**config.mk**
```make
export PLATFORM = sky130hd
export DESIGN_NAME = ffa_ctrl
export DESIGN_NICKNAME = d
export VERILOG_FILES = /design/src/rtl/ffa_pkg.sv /design/src/rtl/ffa_ctrl.sv
export SDC_FILE = /design/constraint.sdc
export NUM_CORES = 1
export LEC_CHECK = 0
export CAP_MARGIN = 20
export CORE_AREA = 3 3 40 42
export CTS_CLUSTER_SIZE = 40
export DETAILED_ROUTE_END_ITERATION = 6
export DIE_AREA = 0 0 43 45
export DONT_BUFFER_PORTS = 1
export HOLD_SLACK_MARGIN = 0.12
export SLEW_MARGIN = 20
export SYNTH_ARGS = -nofsm -noshare
export SYNTH_HDL_FRONTEND = slang
export SYNTH_SLANG_ARGS = --single-unit
```
**constraint.sdc**
```tcl
create_clock -name clk -period 2.3 [get_ports clk]
set_clock_uncertainty 0.2 [all_clocks]
set_input_delay 0.23 -clock clk [delete_from_list [all_inputs] [get_ports clk]]
set_output_delay 0.23 -clock clk [all_outputs]
set_load 0.005 [all_outputs]
```
**src/rtl/ffa_pkg.sv**
```systemverilog
// Shared constants, types and codes for the first-fit heap allocator.
package ffa_pkg;

  localparam int HEAP_BYTES      = 65536;
  localparam int HEADER_BYTES    = 32;
  localparam int MIN_SPLIT_BYTES = 16;

  localparam int GRANULES  = HEAP_BYTES / 8;
  localparam int HDR_SPAN  = ((HEADER_BYTES + 7) / 8) * 8;
  localparam int HDR_GRAN  = HDR_SPAN / 8;
  localparam int GW        = $clog2(GRANULES);
  localparam int PW        = $clog2(HEAP_BYTES + 1);
  localparam int FW        = GW + 2;
  localparam int NEED_W    = 17;
  localparam int CMP_W     = ((PW > NEED_W) ? PW : NEED_W) + 2;
  localparam int OFF_W     = 16;
  localparam int LEN_W     = 16;
  localparam int ST_W      = 2;
  localparam int OP_W      = 4;

  localparam logic [ST_W-1:0] ST_OK    = 2'd0;
  localparam logic [ST_W-1:0] ST_ZERO  = 2'd1;
  localparam logic [ST_W-1:0] ST_NOFIT = 2'd2;
  localparam logic [ST_W-1:0] ST_BADOFF = 2'd3;

  localparam logic [OP_W-1:0] OP_NONE = 4'd0;
  localparam logic [OP_W-1:0] OP_CLR  = 4'd1;
  localparam logic [OP_W-1:0] OP_LOAD = 4'd2;
  localparam logic [OP_W-1:0] OP_ACHK = 4'd3;
  localparam logic [OP_W-1:0] OP_ASPL = 4'd4;
  localparam logic [OP_W-1:0] OP_FCHK = 4'd5;
  localparam logic [OP_W-1:0] OP_FNX  = 4'd6;
  localparam logic [OP_W-1:0] OP_FPRV = 4'd7;
  localparam logic [OP_W-1:0] OP_FPW  = 4'd8;
  localparam logic [OP_W-1:0] OP_FPM  = 4'd9;
  localparam logic [OP_W-1:0] OP_FPZ  = 4'd10;

  typedef struct packed {
    logic          start;
    logic          inuse;
    logic [PW-1:0] pay;
  } blk_t;

  localparam int MW = $bits(blk_t);

  typedef struct packed {
    logic [OP_W-1:0] op;
    logic            finish;
    logic [ST_W-1:0] fin_status;
  } cmd_t;

  typedef struct packed {
    logic clr_last;
    logic out_free;
    logic is_free_req;
    logic zero_req;
    logic free_ok;
    logic hit;
    logic split;
    logic fol_ok;
    logic start;
    logic g_zero;
    logic merge;
  } sts_t;

endpackage

```
**src/rtl/ffa_ctrl.sv**
```systemverilog
// Allocator controller: sequences clearing, search, split and merge steps.
module ffa_ctrl (
  input  logic          clk,
  input  logic          rst,
  input  logic          req_valid,
  input  ffa_pkg::sts_t sts,
  output ffa_pkg::cmd_t cmd,
  output logic          req_ready
);
  import ffa_pkg::*;

  localparam logic [3:0] S_CLR  = 4'd0;
  localparam logic [3:0] S_IDLE = 4'd1;
  localparam logic [3:0] S_ACHK = 4'd2;
  localparam logic [3:0] S_ASPL = 4'd3;
  localparam logic [3:0] S_FCHK = 4'd4;
  localparam logic [3:0] S_FNX  = 4'd5;
  localparam logic [3:0] S_FPRV = 4'd6;
  localparam logic [3:0] S_FPW  = 4'd7;
  localparam logic [3:0] S_FPM  = 4'd8;
  localparam logic [3:0] S_FPZ  = 4'd9;

  logic [3:0] state, state_next;

  assign req_ready = (state == S_IDLE) && sts.out_free;

  always_comb begin
    state_next     = state;
    cmd.op         = OP_NONE;
    cmd.finish     = 1'b0;
    cmd.fin_status = ST_OK;
    case (state)
      S_CLR: begin
        cmd.op = OP_CLR;
        if (sts.clr_last) state_next = S_IDLE;
      end
      S_IDLE: begin
        if (req_valid && sts.out_free) begin
          cmd.op = OP_LOAD;
          if (!sts.is_free_req) begin
            if (sts.zero_req) begin
              cmd.finish     = 1'b1;
              cmd.fin_status = ST_ZERO;
            end else begin
              state_next = S_ACHK;
            end
          end else if (!sts.free_ok) begin
            cmd.finish     = 1'b1;
            cmd.fin_status = ST_BADOFF;
          end else begin
            state_next = S_FCHK;
          end
        end
      end
      S_ACHK: begin
        cmd.op = OP_ACHK;
        if (sts.hit) begin
          if (sts.split) begin
            state_next = S_ASPL;
          end else begin
            cmd.finish = 1'b1;
            state_next = S_IDLE;
          end
        end else if (!sts.fol_ok) begin
          cmd.finish     = 1'b1;
          cmd.fin_status = ST_NOFIT;
          state_next     = S_IDLE;
        end
      end
      S_ASPL: begin
        cmd.op     = OP_ASPL;
        cmd.finish = 1'b1;
        state_next = S_IDLE;
      end
      S_FCHK: begin
        cmd.op = OP_FCHK;
        if (!sts.start) begin
          cmd.finish     = 1'b1;
          cmd.fin_status = ST_BADOFF;
          state_next     = S_IDLE;
        end else if (sts.fol_ok) begin
          state_next = S_FNX;
        end else begin
          state_next = S_FPRV;
        end
      end
      S_FNX: begin
        cmd.op     = OP_FNX;
        state_next = S_FPRV;
      end
      S_FPRV: begin
        cmd.op = OP_FPRV;
        if (sts.g_zero) begin
          cmd.finish = 1'b1;
          state_next = S_IDLE;
        end else begin
          state_next = S_FPW;
        end
      end
      S_FPW: begin
        cmd.op     = OP_FPW;
        state_next = S_FPM;
      end
      S_FPM: begin
        cmd.op = OP_FPM;
        if (sts.merge) begin
          state_next = S_FPZ;
        end else begin
          cmd.finish = 1'b1;
          state_next = S_IDLE;
        end
      end
      S_FPZ: begin
        cmd.op     = OP_FPZ;
        cmd.finish = 1'b1;
        state_next = S_IDLE;
      end
      default: state_next = S_IDLE;
    endcase
  end

  always_ff @(posedge clk) begin
    if (rst) begin
      state <= S_CLR;
    end else begin
      state <= state_next;
    end
  end
endmodule

```
==> flow_summary.json, run 1 <==
{
  "synth.distinct_cells": 31,
  "ys_ff_latch": 4,
  "power.density_nw_per_um2": 392,
  "ios": 22,
  "grt_use_total_pct": 15.5,
  "synthCells": 75,
  "antenna_cells": 0,
  "startpoint_type": "flop",
  "end_kind": "output pin",
  "drcViolationCount": 0,
  "numCtsBuffers": 3,
  "postCtsHoldBufs": 6,
  "p_int_uw": 154,
  "cts-htree-levels": 1,
  "synth_area_sq_um": 475,
  "seqPwrFrac_pct": 36.2,
  "switchingPower_uw": 65.1,
  "ys_warn_count": 0,
  "setup_viol": 0,
  "grt_first_pass_wirelength_mm": 2.24,
  "fmax_mhz": 463,
  "slew_headroom_pct": 61.1,
  "ctsLongestPathBuffers": 2,
  "ant_nets": 0,
  "core_area_sq_um": 1280,
  "vdd_drop_max_mv": 0.206,
  "layout_min_cycle_time_ns": 2.16,
  "cts_tree": "yes",
  "outcome": "finished, final reports clean",
  "globalRouteOverflowTotal": 0,
  "max_cap_viol_count": 0,
  "die_h_microns": 45,
  "largestRegisters": "state: 4 flops",
  "finalHoldViolCount": 0,
  "fin_tns_setup_ns": 0,
  "grt_max_degree": 17,
  "rsz0062_at_grt": "no",
  "total_power_uw": 219,
  "num_rows": 13,
  "ys_seq_area_share_pct": 16.8,
  "cp.arrival_ns": 1.73,
  "via_per_inst": 5.86,
  "start_util_pct": 37.0,
  "area_delta_synth_final_pct": 17.6,
  "required_ns": 1.87,
  "post-route-period-util_pct": 93.9,
  "post_cts_buffers": 0,
  "hp-class": "input pin to flop",
  "crit_path_max_fanout": 11,
  "clkPwrFrac_pct": 41.3,
  "die_x_microns": 43,
  "largest_reg_flops": 4,
  "combPwrFrac_pct": 22.5,
  "firstDrtPassIters": 4,
  "grt_antenna_before_repair": 0,
  "cts.sinks": 4,
  "regMostFlops": "state",
  "cp_slowest_cell": "dfxtp_1",
  "cts-root-buf": "clkbuf_4",
  "synth_nets": 89,
  "final_max_slew_viol_count": 0,
  "routed_wl_mm": 1.34,
  "path_clk_slew_ns": 0.04,
  "postLayoutCoreUtil_pct": 43.5,
  "dp_hpwl_mm": 1.00,
  "vias": 557,
  "syn_area_per_cell_sq_um": 6.34,
  "final_nets": 96,
  "routedWlPerCell_microns": 14.1,
  "clock_latency_ns": 0.24,
  "dieArea_sq_um": 1940,
  "switching_share_pct": 29.7,
  "grt_pass1_vias": 529,
  "path_cells": "nor2b_1 -> nand3_1 -> o21ai_1 -> a21oi_1 -> o21ai_1",
  "drive_gt1_share_pct": 7.50,
  "crit_type": "flop to output pin",
  "dr.first_iter.drc_count": 20,
  "io_buffers": 0,
  "routabilityCongestion": 0.830,
  "worst_pin_slew_ns": 0.582,
  "cts_resized": 0,
  "p_leak_nw": 0.207,
  "cpMostUsedCell": "o21ai_1",
  "cp_slowest_stage_delay_ns": 0.52
}
-- final cells by class --
class                           instances  area (sq um)
Fill cell                             143           726
Multi-Input combinational cell         61           355
Inverter                                6          22.5
Timing Repair Buffer                    6          60.1
Tap cell                               15          18.8
Sequential cell                         4          80.1
Clock buffer                            3          22.5
-- cell families (layout without fill, tap and decap cells) --
logic type      after synthesis  count (layout)  share of synthesized area (%)
compound gates               27              27                           35.3
xor+xnor                      1               1                           1.84
buf+inv                      10              15                           8.42
flops                         4               4                           16.8
mux                           1               1                           2.11
simple gates                 32              32                           35.5
-- through the flow --
step	setup WS [ns]	cells	hold WS [ns]	cell area [sq um]
floorplan	0.735	75	0.0991	475
global placement	0.394	86	0.102	477
detailed placement	0.419	86	0.103	477
CTS	0.157	95	0.136	559
global route	0.0253	95	0.151	559
finish	0.139	95	0.143	559
-- metal layers --
metal	global-route usage, %	up-vias	part of all wire [%]
li1	-	284	-
met1	20.0	250	47
met2	23.1	21	42
met3	5.58	2	10
met4	7.23	0	1.2
met5	0	-	0
-- synthesized netlist by cell type --
library cell,n,share of area (%)
a21o_1,1,1.6
a31oi_1,1,1.3
buf_2,2,2.1
o32ai_1,2,3.7
nor2b_1,4,5.3
clkbuf_1,2,1.6
nor2_1,6,4.7
o311ai_1,1,1.8
mux2i_1,1,2.1
nor2_4,1,2.4
inv_1,4,3.2
a21oi_1,7,7.4
and2_1,1,1.3
inv_2,2,1.6
nor3b_1,3,4.7
xor2_1,1,1.8
nand3_1,3,3.2
nand2b_1,1,1.3
a2bb2oi_1,1,1.8
dfxtp_1,4,17
nand2_1,9,7.1
o21ai_0,5,5.3
o22ai_1,1,1.3
nor3_1,1,1.1
o31ai_1,1,1.6
o311a_1,1,2.1
o21ai_1,5,5.3
nand4_1,1,1.3
and3_1,1,1.3
nand4b_1,1,1.8
a311o_1,1,2.1
-- power groups by stage --
stage                     registers (mW)  logic [mW]  clock network, mW
after global routing              0.0798      0.0552             0.0993
final                             0.0792      0.0494             0.0904
after global placement            0.0804      0.0424                  0
after detailed placement          0.0800      0.0419                  0
after floorplan                   0.0745      0.0403                  0
after CTS                         0.0789      0.0487             0.0936
-- cells in the final DEF (no fill, tap or decap) --
cell | synthesis | final
a21o_1 | 1 | 1
a21oi_1 | 7 | 7
a2bb2oi_1 | 1 | 1
a311o_1 | 1 | 1
a31oi_1 | 1 | 1
and2_1 | 1 | 1
and3_1 | 1 | 1
clkbuf_4 | 0 | 3
dfxtp_1 | 4 | 4
dlygate4sd3_1 | 0 | 6
inv_1 | 4 | 4
inv_2 | 2 | 2
mux2i_1 | 1 | 1
nand2_1 | 9 | 9
nand2b_1 | 1 | 1
nand3_1 | 3 | 3
nand4_1 | 1 | 1
nand4b_1 | 1 | 1
nor2_1 | 6 | 6
nor2_4 | 1 | 1
nor2b_1 | 4 | 4
nor3_1 | 1 | 1
nor3b_1 | 3 | 3
o21ai_0 | 5 | 5
o21ai_1 | 5 | 5
o22ai_1 | 1 | 1
o311a_1 | 1 | 1
o311ai_1 | 1 | 1
o31ai_1 | 1 | 1
o32ai_1 | 2 | 2
xor2_1 | 1 | 1
-- path summary, 6_finish.rpt --
check | start | cells past startpoint | end | slack (ns)
hold reg to reg | state[3] | 2 | state[0] | 0.53
setup reg to reg | state[0] | 4 | state[3] | 0.33
hold / removal | sts[3] | 3 | state[1] | 0.14
setup / recovery | state[0] | 5 | cmd[2] | 0.14
-- critical path: cells and delay by family (launching register included) --
kind,cells,cell delay (ns)
DFF,1,0.52
AOI/OAI and AO/OA,3,0.49
and+or+nand+nor,2,0.49
(Power assumes the default switching activity.)
==> run 2: changes to the inputs <==
==> constraint.sdc (replaced) <==
create_clock -name clk -period 2.3 [get_ports clk]
set_clock_uncertainty 0.2 [all_clocks]
set_input_delay 0.345 -clock clk [delete_from_list [all_inputs] [get_ports clk]]
set_output_delay 0.345 -clock clk [all_outputs]
set_load 0.005 [all_outputs]
==> run 2 against run 1 <==
Global-route usage decreased by 1.1 points. Hold slack improved by 0.0037 ns. First-iteration DRC count increased by 140%. Total power decreased by 2.6%. Core utilization decreased by 2.7 points. Register-to-register slack improved by 0.11 ns. Combinational power increased by 4.5%. Critical path depth unchanged. Maximum frequency increased by 2.9%. Sequential cell count unchanged. Setup slack improved by 0.062 ns. Critical path type unchanged. Critical endpoint unchanged. Largest power group unchanged. Highest routed layer unchanged.
==> flow_summary.json, run 2 (same netlist as run 1, synthesis figures left out) <==
{
  "crit_type": "flop to output pin",
  "largest_reg_flops": 4,
  "fin_cells": 92,
  "cts-htree-levels": 1,
  "via_per_inst": 6.18,
  "final_max_slew_viol_count": 0,
  "setup_viol": 0,
  "clock_latency_ns": 0.24,
  "area_delta_synth_final_pct": 10.3,
  "end_kind": "output pin",
  "rsz0062_at_grt": "no",
  "vdd_drop_max_mv": 0.191,
  "required_ns": 1.75,
  "min_path_cells": 2,
  "grt_use_total_pct": 14.4,
  "max_cap_viol_count": 0,
  "cts-root-buf": "clkbuf_4",
  "routabilityCongestion": 0.896,
  "slew_headroom_pct": 63.1,
  "worst_pin_slew_ns": 0.553,
  "regMostFlops": "state",
  "globalRouteOverflowTotal": 0,
  "die_x_microns": 43,
  "startpoint_type": "flop",
  "layout_commonest_cell": "nand2_1",
  "drive_gt1_share_pct": 10.4,
  "post_cts_buffers": 0,
  "grt_first_pass_wirelength_mm": 2.07,
  "final_nets": 93,
  "die_h_microns": 45,
  "dp_hpwl_mm": 1.00,
  "start_util_pct": 37.0,
  "antenna_cells": 0,
  "most-common-layout-cells": "nand2_1 (9), a21oi_1 (7), nor2_1 (6)",
  "postCtsHoldBufs": 1,
  "r2r_cells": 6,
  "core_area_sq_um": 1280,
  "crit_path_max_fanout": 12,
  "place_inst": 88,
  "post-route-period-util_pct": 91.3,
  "dieArea_sq_um": 1940,
  "grt_antenna_before_repair": 0,
  "io_buffers": 0,
  "routed_wl_mm": 1.29,
  "fmax_mhz": 476,
  "ant_nets": 0,
  "fin_tns_setup_ns": 0,
  "routedWlPerCell_microns": 14.0,
  "ios": 22,
  "outcome": "finished, final reports clean",
  "finalHoldViolCount": 0,
  "p_leak_nw": 0.196,
  "numCtsBuffers": 3,
  "path_clk_slew_ns": 0.03,
  "drcViolationCount": 0,
  "grt_pass1_vias": 483,
  "firstDrtPassIters": 4,
  "vias": 569,
  "cp.arrival_ns": 1.55,
  "cts_tree": "yes",
  "dr.first_iter.drc_count": 48,
  "cts_resized": 0,
  "layout_min_cycle_time_ns": 2.10,
  "num_rows": 13,
  "hp-class": "input pin to flop",
  "ctsLongestPathBuffers": 2,
  "largestRegisters": "state: 4 flops",
  "grt_max_degree": 17,
  "power.density_nw_per_um2": 407,
  "cts.sinks": 4
}
==> run 2: cell types whose count changed in the layout (fill, tap and decap cells not counted), sizes merged <==
cell | before | now
dlygate4sd3 | 6 | 1
buf | 0 | 2
==> run 2: final timing paths <==
kind / from / endpoint / slack (ns)
worst max-delay path: state[3] / cmd[2] / 0.20
worst min-delay path: sts[3] / state[0] / 0.15
worst max register to register: state[2] / state[1] / 0.44
worst min register to register: state[3] / state[3] / 0.44
==> run 2: layout make-up <==
| cell class | count | area, sq um |
|---|---|---|
| clock buffer | 3 | 22.5 |
| timing repair buffer | 3 | 25.0 |
| inverter | 6 | 22.5 |
| fill | 141 | 761 |
| tap | 15 | 18.8 |
| sequential | 4 | 80.1 |
| multi-input combinational | 61 | 355 |
==> run 2: power breakdown <==
part           internal [mW]  leakage [nW]  switching [mW]
clock network         0.0583        0.0138          0.0286
logic                 0.0222         0.150          0.0294
registers             0.0720        0.0326         0.00278
total                  0.153         0.196          0.0608
==> run 2: routing by layer <==
metal	part of all wire (%)	global-route usage [%]
met4	3.5	10.8
met1	44	19.8
met5	0	0
met2	40	19.5
met3	12	3.19
==> run 2: metrics by stage <==
| stage | instance area (sq um) | total power, mW | worst slack [ns] | util [%] | hold slack, ns |
|---|---|---|---|---|---|
| global route | 524 | 0.223 | 0.0776 | 40.8 | 0.176 |
| CTS | 524 | 0.213 | 0.199 | 40.8 | 0.149 |
| floorplan | 475 | 0.115 | 0.620 | - | 0.214 |
| global placement | 492 | 0.125 | 0.445 | 38.3 | 0.219 |
| detailed placement | 492 | 0.125 | 0.450 | 38.3 | 0.219 |
| finish | 524 | 0.213 | 0.201 | 40.8 | 0.147 |
==> run 2: critical path, stage by stage, from the launching register on <==
cell     delay (ns)
dfxtp_1        0.41
nor2b_1        0.30
nand3_1        0.14
o21ai_1        0.28
a21oi_1        0.07
o21ai_1        0.12
